File: src/rtl/okvt_pkg.sv
// ----------------------------------------------------------------------------
// okvt_pkg: shared codes for the ordered key/value table
// Request kinds and result status codes.
// ----------------------------------------------------------------------------
package okvt_pkg;

  localparam int KIND_BITS   = 3;
  localparam int STATUS_BITS = 2;

  typedef enum logic [KIND_BITS-1:0] {
    KIND_FIND      = 3'd0,
    KIND_PUT       = 3'd1,
    KIND_ERASE_KEY = 3'd2,
    KIND_ERASE_POS = 3'd3,
    KIND_READ_POS  = 3'd4
  } kind_t;

  typedef logic [STATUS_BITS-1:0] status_t;

  localparam status_t ST_OK    = 2'd0;
  localparam status_t ST_MISS  = 2'd1;
  localparam status_t ST_FULL  = 2'd2;
  localparam status_t ST_RANGE = 2'd3;

endpackage

File: src/rtl/okvt_mem.sv
// ----------------------------------------------------------------------------
// okvt_mem: key/value entry storage
// One write port and one read port with registered read data.
// ----------------------------------------------------------------------------
module okvt_mem #(
  parameter int DEPTH      = 16,
  parameter int KEY_BITS   = 32,
  parameter int VALUE_BITS = 32,
  parameter int ADDR_BITS  = $clog2(DEPTH)
) (
  input  logic                  clk,
  input  logic                  we,
  input  logic [ADDR_BITS-1:0]  waddr,
  input  logic [KEY_BITS-1:0]   wkey,
  input  logic [VALUE_BITS-1:0] wval,
  input  logic [ADDR_BITS-1:0]  raddr,
  output logic [KEY_BITS-1:0]   rkey,
  output logic [VALUE_BITS-1:0] rval
);

  logic [KEY_BITS-1:0]   key_mem [DEPTH];
  logic [VALUE_BITS-1:0] val_mem [DEPTH];

  // write one entry
  always_ff @(posedge clk) begin
    if (we) begin
      key_mem[waddr] <= wkey;
      val_mem[waddr] <= wval;
    end
  end

  // register the read data
  always_ff @(posedge clk) begin
    rkey <= key_mem[raddr];
    rval <= val_mem[raddr];
  end

endmodule

File: src/rtl/ordered_key_value_table.sv
// ----------------------------------------------------------------------------
// ordered_key_value_table: small associative table kept in insertion order
// A sequencer walks the entries one at a time through a single key comparator
// and a single-port-read entry memory; erase moves later entries down by one.
// ----------------------------------------------------------------------------
// Usage:
//   Raise start with kind, key_in, value_in and position_in; the item is taken
//   at a rising edge where start is high and busy is low. busy, when raised,
//   stays high until the result is out. The result appears on status, existed,
//   position_out, key_out, value_out and entry_count for one cycle with done
//   high; the receiver cannot stall it. entry_count also shows the live count.
// Work per item, with n = entries visited and m = entries moved by an erase:
//   find / put / erase by key: one memory read plus one compare per entry
//   visited (a miss visits all entries, or one entry when the table is
//   empty); erase then moves m entries down, one read and one write each,
//   plus one final read. Read and erase at position visit one entry.
//   Out-of-range positions and unused kinds finish in idle and never raise busy.
//   The next item may start in the cycle that done is high.
// Reset clears the entry count and the sequencer; entry contents are left
// as they are and are never read before being written.
// ----------------------------------------------------------------------------
module ordered_key_value_table
  import okvt_pkg::*;
#(
  parameter int DEPTH      = 16,
  parameter int KEY_BITS   = 32,
  parameter int VALUE_BITS = 32
) (
  input  logic                            clk,
  input  logic                            rst,
  input  logic                            start,
  output logic                            busy,
  input  logic [KIND_BITS-1:0]            kind,
  input  logic signed [KEY_BITS-1:0]      key_in,
  input  logic signed [VALUE_BITS-1:0]    value_in,
  input  logic [$clog2(DEPTH)-1:0]        position_in,
  output logic                            done,
  output logic [STATUS_BITS-1:0]          status,
  output logic                            existed,
  output logic [$clog2(DEPTH)-1:0]        position_out,
  output logic signed [KEY_BITS-1:0]      key_out,
  output logic signed [VALUE_BITS-1:0]    value_out,
  output logic [$clog2(DEPTH+1)-1:0]      entry_count
);

  localparam int PosW = $clog2(DEPTH);
  localparam int CntW = $clog2(DEPTH + 1);

  typedef enum logic [2:0] {
    S_IDLE,
    S_SCAN_RD,
    S_SCAN_CMP,
    S_SHIFT_RD,
    S_SHIFT_WR
  } state_t;

  state_t                state;
  kind_t                 kind_r;
  logic [KEY_BITS-1:0]   key_r;
  logic [VALUE_BITS-1:0] val_r;
  logic [PosW-1:0]       idx;
  logic [CntW-1:0]       count;

  logic                  we;
  logic [PosW-1:0]       waddr;
  logic [KEY_BITS-1:0]   wkey;
  logic [VALUE_BITS-1:0] wval;
  logic [PosW-1:0]       raddr;
  logic [KEY_BITS-1:0]   rkey;
  logic [VALUE_BITS-1:0] rval;

  logic                  by_pos;
  logic                  hit;
  logic                  more;
  logic                  full;
  logic                  is_put;

  okvt_mem #(
    .DEPTH      (DEPTH),
    .KEY_BITS   (KEY_BITS),
    .VALUE_BITS (VALUE_BITS),
    .ADDR_BITS  (PosW)
  ) u_mem (
    .clk   (clk),
    .we    (we),
    .waddr (waddr),
    .wkey  (wkey),
    .wval  (wval),
    .raddr (raddr),
    .rkey  (rkey),
    .rval  (rval)
  );

  // shared compare unit and loop bounds
  assign by_pos = (kind_r == KIND_ERASE_POS) || (kind_r == KIND_READ_POS);
  assign is_put = (kind_r == KIND_PUT);
  assign hit    = (CntW'(idx) < count) && (by_pos || (rkey == key_r));
  assign more   = (CntW'(idx) + CntW'(1)) < count;
  assign full   = (count == CntW'(DEPTH));

  assign busy        = (state != S_IDLE);
  assign entry_count = count;

  // read the scanned entry, or the one above it while moving entries down
  assign raddr = (state == S_SHIFT_RD) ? PosW'(idx + PosW'(1)) : idx;

  // drive the write port: overwrite, append, or move down
  always_comb begin
    we    = 1'b0;
    waddr = idx;
    wkey  = key_r;
    wval  = val_r;
    case (state)
      S_SCAN_CMP: begin
        if (hit && is_put) begin
          we = 1'b1;
        end else if (!hit && !more && is_put && !full) begin
          we    = 1'b1;
          waddr = count[PosW-1:0];
        end
      end
      S_SHIFT_WR: begin
        we   = 1'b1;
        wkey = rkey;
        wval = rval;
      end
      default: begin
        we = 1'b0;
      end
    endcase
  end

  // sequencer, entry count and result registers
  always_ff @(posedge clk) begin
    if (rst) begin
      state <= S_IDLE;
      count <= '0;
      done  <= 1'b0;
    end else begin
      done <= 1'b0;
      case (state)
        S_IDLE: begin
          if (start) begin
            kind_r       <= kind_t'(kind);
            key_r        <= key_in;
            val_r        <= value_in;
            existed      <= 1'b0;
            position_out <= '0;
            key_out      <= '0;
            value_out    <= '0;
            case (kind_t'(kind))
              KIND_FIND, KIND_PUT, KIND_ERASE_KEY: begin
                idx   <= '0;
                state <= S_SCAN_RD;
              end
              KIND_ERASE_POS, KIND_READ_POS: begin
                if (CntW'(position_in) < count) begin
                  idx   <= position_in;
                  state <= S_SCAN_RD;
                end else begin
                  status <= ST_RANGE;
                  done   <= 1'b1;
                end
              end
              default: begin
                status <= ST_OK;
                done   <= 1'b1;
              end
            endcase
          end
        end
        S_SCAN_RD: begin
          state <= S_SCAN_CMP;
        end
        S_SCAN_CMP: begin
          if (hit) begin
            status       <= ST_OK;
            existed      <= is_put;
            position_out <= idx;
            key_out      <= is_put ? key_r : rkey;
            value_out    <= is_put ? val_r : rval;
            if ((kind_r == KIND_ERASE_KEY) || (kind_r == KIND_ERASE_POS)) begin
              state <= S_SHIFT_RD;
            end else begin
              done  <= 1'b1;
              state <= S_IDLE;
            end
          end else if (more) begin
            idx   <= PosW'(idx + PosW'(1));
            state <= S_SCAN_RD;
          end else begin
            // no match: append on put if room, else full; miss for other kinds
            if (is_put && !full) begin
              status       <= ST_OK;
              position_out <= count[PosW-1:0];
              key_out      <= key_r;
              value_out    <= val_r;
              count        <= count + CntW'(1);
            end else if (is_put) begin
              status <= ST_FULL;
            end else begin
              status <= ST_MISS;
            end
            done  <= 1'b1;
            state <= S_IDLE;
          end
        end
        S_SHIFT_RD: begin
          if (more) begin
            state <= S_SHIFT_WR;
          end else begin
            count <= count - CntW'(1);
            done  <= 1'b1;
            state <= S_IDLE;
          end
        end
        S_SHIFT_WR: begin
          idx   <= PosW'(idx + PosW'(1));
          state <= S_SHIFT_RD;
        end
        default: begin
          state <= S_IDLE;
        end
      endcase
    end
  end

  // checks
  a_count_bound: assert property (@(posedge clk) disable iff (rst)
    count <= CntW'(DEPTH))
    else $error("entry count beyond depth");

  a_accept_busy: assert property (@(posedge clk) disable iff (rst)
    (start && !busy && (kind == KIND_FIND || kind == KIND_PUT || kind == KIND_ERASE_KEY))
      |=> busy)
    else $error("key request did not start a scan");

  a_full_only_full: assert property (@(posedge clk) disable iff (rst)
    (done && status == ST_FULL) |-> (full && !existed))
    else $error("full status with room left");

  a_existed_ok: assert property (@(posedge clk) disable iff (rst)
    (done && existed) |-> (status == ST_OK))
    else $error("overwrite reported with error status");

  a_done_from_work: assert property (@(posedge clk) disable iff (rst)
    $rose(done) |-> ($past(busy) || $past(start)))
    else $error("result without an item");

endmodule
File: config.mk
export PLATFORM = sky130hd
export DESIGN_NAME = ordered_key_value_table
export DESIGN_NICKNAME = d
export VERILOG_FILES = /design/src/rtl/okvt_pkg.sv /design/src/rtl/okvt_mem.sv /design/src/rtl/ordered_key_value_table.sv
export SDC_FILE = /design/constraint.sdc
export NUM_CORES = 2
export LEC_CHECK = 0
export BUFFER_PORTS_ARGS = -buffer_cell sky130_fd_sc_hd__buf_2
export CORE_MARGIN = 10
export CORE_UTILIZATION = 45
export DETAILED_ROUTE_END_ITERATION = 16
export RECOVER_POWER = 50
export SLEW_MARGIN = 10
export SYNTH_ARGS = -nofsm -noshare
export SYNTH_HDL_FRONTEND = slang
export SYNTH_SLANG_ARGS = --single-unit
File: constraint.sdc
create_clock -name clk -period 8.7 [get_ports clk]
set_input_delay 2.61 -clock clk [delete_from_list [all_inputs] [get_ports clk]]
set_output_delay 2.61 -clock clk [all_outputs]
set_load 0.01 [all_outputs]
==> results.yml <==
logic_synthesis:
  yosysTopAreaCell: "edfxtp_1"
  synth_edf_count: 1166
  synth-compound-area-share_pct: 1.177
  yosys.area_share.simple_pct: 1.968
  synthXorXnorAreaFrac_pct: 0.7875
  synth.yosys.seq_area_share_pct: 76.78
  yosysUniqueCellTypes: 57
  yosys-top-cells-area: "edfxtp_1 74%, mux4_2 15%, dfxtp_1 3.1%"
  synth.avg_cell_area_um2: 22.33
  muxShareOfSynthArea_pct: 17.51
  async_flop_share_pct: 0
  synth_top_family_by_area: "multiplexers"
  synth.cell_area_um2: 47500
  synth-seq-cells: 1239
  yosysMostFrequentCell: "edfxtp_1"
  synth-adder-area-share_pct: 0.4109
  synth.top_cells.by_count: "1,166 x edfxtp_1, 320 x mux4_2, 73 x dfxtp_1"
  syn-num-nets: 2216
  yosys_warnings: 0
  yosysTopAreaCellShare_pct: 73.71
  postSynthCellCount: 2127
  synthFlopType: "edfxtp_1"
grt:
  grt_max_degree: 112
  grt-ovfl-total: 0
  track_usage_pct: 18.83
  grt_pass1_vias: 23230
  antenna_found_initial: 9
  grt_pass1_wl_mm: 163.5
worst_setup_path:
  cp-start-kind: "register"
  cp-end-kind: "register"
  setup.worst_path.class: "reg2reg"
  path_max_fanout: 40
  arrival_ns: 6.70
  cp.required_ns: 9.12
die:
  die_area_um2: 119000
  core_um2: 105100
  fp-row-count: 119
  die_h_um: 344.9
  die_w_um: 344.9
  start_util_pct: 45.19
  num_io_pins: 152
sta:
  rsz0062_at_grt: "no"
  fin_setup_tns_ns: 0
  fmax_mhz: 159.1
  setup_viol: 0
  hold_viol_final: 0
  drv_slew: 230
  fin_crit_ns: 6.284
  fin_skew_ns: 0.01889
  slew_headroom_pct: -115.7
  fin_crit_sh_pct: 72.24
  worst_slew_pin_slew_ns: 3.235
pwr:
  p_seq_share_pct: 47.9
  powerDensity_nw_per_um2: 273.6
  combPwrFrac_pct: 15.6
  p_leak_nw: 17.20
  peakVddDrop_mv: 0.1613
  clockPowerShare_pct: 36.6
  switching_power_mw: 3.642
  intPower_mw: 11.16
  p_sw_share_pct: 24.61
detailed_routing:
  drc: 0
  drt-initial-drc-count: 1955
  wl_mm: 111.8
  wl_per_cell_um: 29.09
  vias_per_cell: 5.770
  route.vias.total: 22180
  drt-pass1-iter-count: 5
  ant_nets: 0
placed_design:
  port_buffers: 151
  globalplace.congestion: 0.8254
  dp.cells: 3612
  hpwl_mm: 63.79
clock_tree:
  clk_pin_slew_ns: 0.06
  post_cts_buffers: 0
  clk_path_buf_depth: 3
  cts.sinks: 1239
  htreeDepth: 3
  cts-root-buf: "clkbuf_16"
  cts_buffers: 121
  clkLatencyLatePin_ns: 0.72
  cts.repair.resized: 0
  cts_hold_buf: 0
  cts_tree: "built"
finish:
  final_util_pct: 51.45
  area_delta_synth_final_pct: 13.86
  fin_cells: 3844
  nets: 2433
  num_antenna_cells: 0
  drive_gt1_share_pct: 25.89
worst_hold_path:
  hold_class: "reg2reg"
run:
  maxCapViolCount: 6
run_status:
  violations: "capacitance limit, slew limit"
  outcome: "finished with violations"
==> critical path, stage by stage (launching register included) <==
cell and delay (ns):
dfxtp_1 0.50, nor3b_1 0.40, clkbuf_1 1.85, clkbuf_1 2.39, mux2_1 0.81
==> power groups by stage <==
stage / combinational [mW] / clock [mW] / sequential [mW]
floorplan: 1.70 / 0 / 7.16
global placement: 2.36 / 0 / 7.18
detailed placement: 2.38 / 0 / 7.19
CTS: 2.39 / 5.53 / 7.07
global route: 2.48 / 5.75 / 7.11
finish: 2.30 / 5.42 / 7.08
==> layer usage <==
layer	vias up	track usage [%]	share of wire [%]
met5	-	0	0.071
met4	12	4.160	1.7
met3	146	3.889	7.0
met2	741	30.80	49
met1	11930	26.04	42
li1	9350	-	-
==> cell families after synthesis <==
logic type,count (synthesis)
buffers and inverters,116
xor gates and xnor gates,41
DFF,1239
and+or+nand+nor,198
muxes,423
adders and majority gates,15
AOI/OAI and AO/OA,95
==> path summary, 6_finish.rpt <==
kind / start / endpoint / slack (ns) / cells past startpoint
setup reg to reg: state[0] / u_mem.key_mem[4][20] / 2.42 / 4
hold reg to reg: val_r[21] / value_out[21] / 0.58 / 2
hold / removal: val_r[21] / value_out[21] / 0.58 / 2
setup / recovery: state[0] / u_mem.key_mem[4][20] / 2.42 / 4
==> cell type report <==
type / instances / area, um^2
well taps: 1391 / 1740
clock inverters: 70 / 852.1
multi-input cells: 772 / 10650
clock buffers: 162 / 3324
repair buffers: 199 / 1002
flip-flops and latches: 1239 / 36480
fillers: 8309 / 51030
inverters: 11 / 41.29
==> metrics by stage <==
stage	hold slack [ns]	instance area, um^2	setup WS, ns	total power [mW]
after floorplan	0.5370	47500	1.551	8.861
after global placement	0.5595	50080	3.644	9.541
after detailed placement	0.5628	50080	3.458	9.572
after CTS	0.5839	54260	3.389	14.99
after global routing	0.6098	54090	2.174	15.34
final	0.5812	54090	2.416	14.80
==> state kept, by name, indices dropped and copies added, names as in the netlist <==
register       count
entry_count        5
value_out         32
u_mem.rkey        32
position_out       4
existed            1
done               1
u_mem.key_mem    512
u_mem.rval        32
kind_r             3
val_r             32
status             2
state              3
u_mem.val_mem    512
key_r             32
idx                4
key_out           32
==> cells in the final DEF (no fill, tap or decap), types with 47 or more instances in the layout <==
cell type  synthesis  layout
nand2_1           54      54
edfxtp_1        1166    1166
mux4_2           320     320
o21ai_0           50      47
mux2_1             0      64
nor2_1            61      60
clkbuf_16          0     123
clkbuf_1          36     132
buf_2             37      51
dfxtp_1           73      73
No activity file was read; power rests on OpenSTA's default activity.
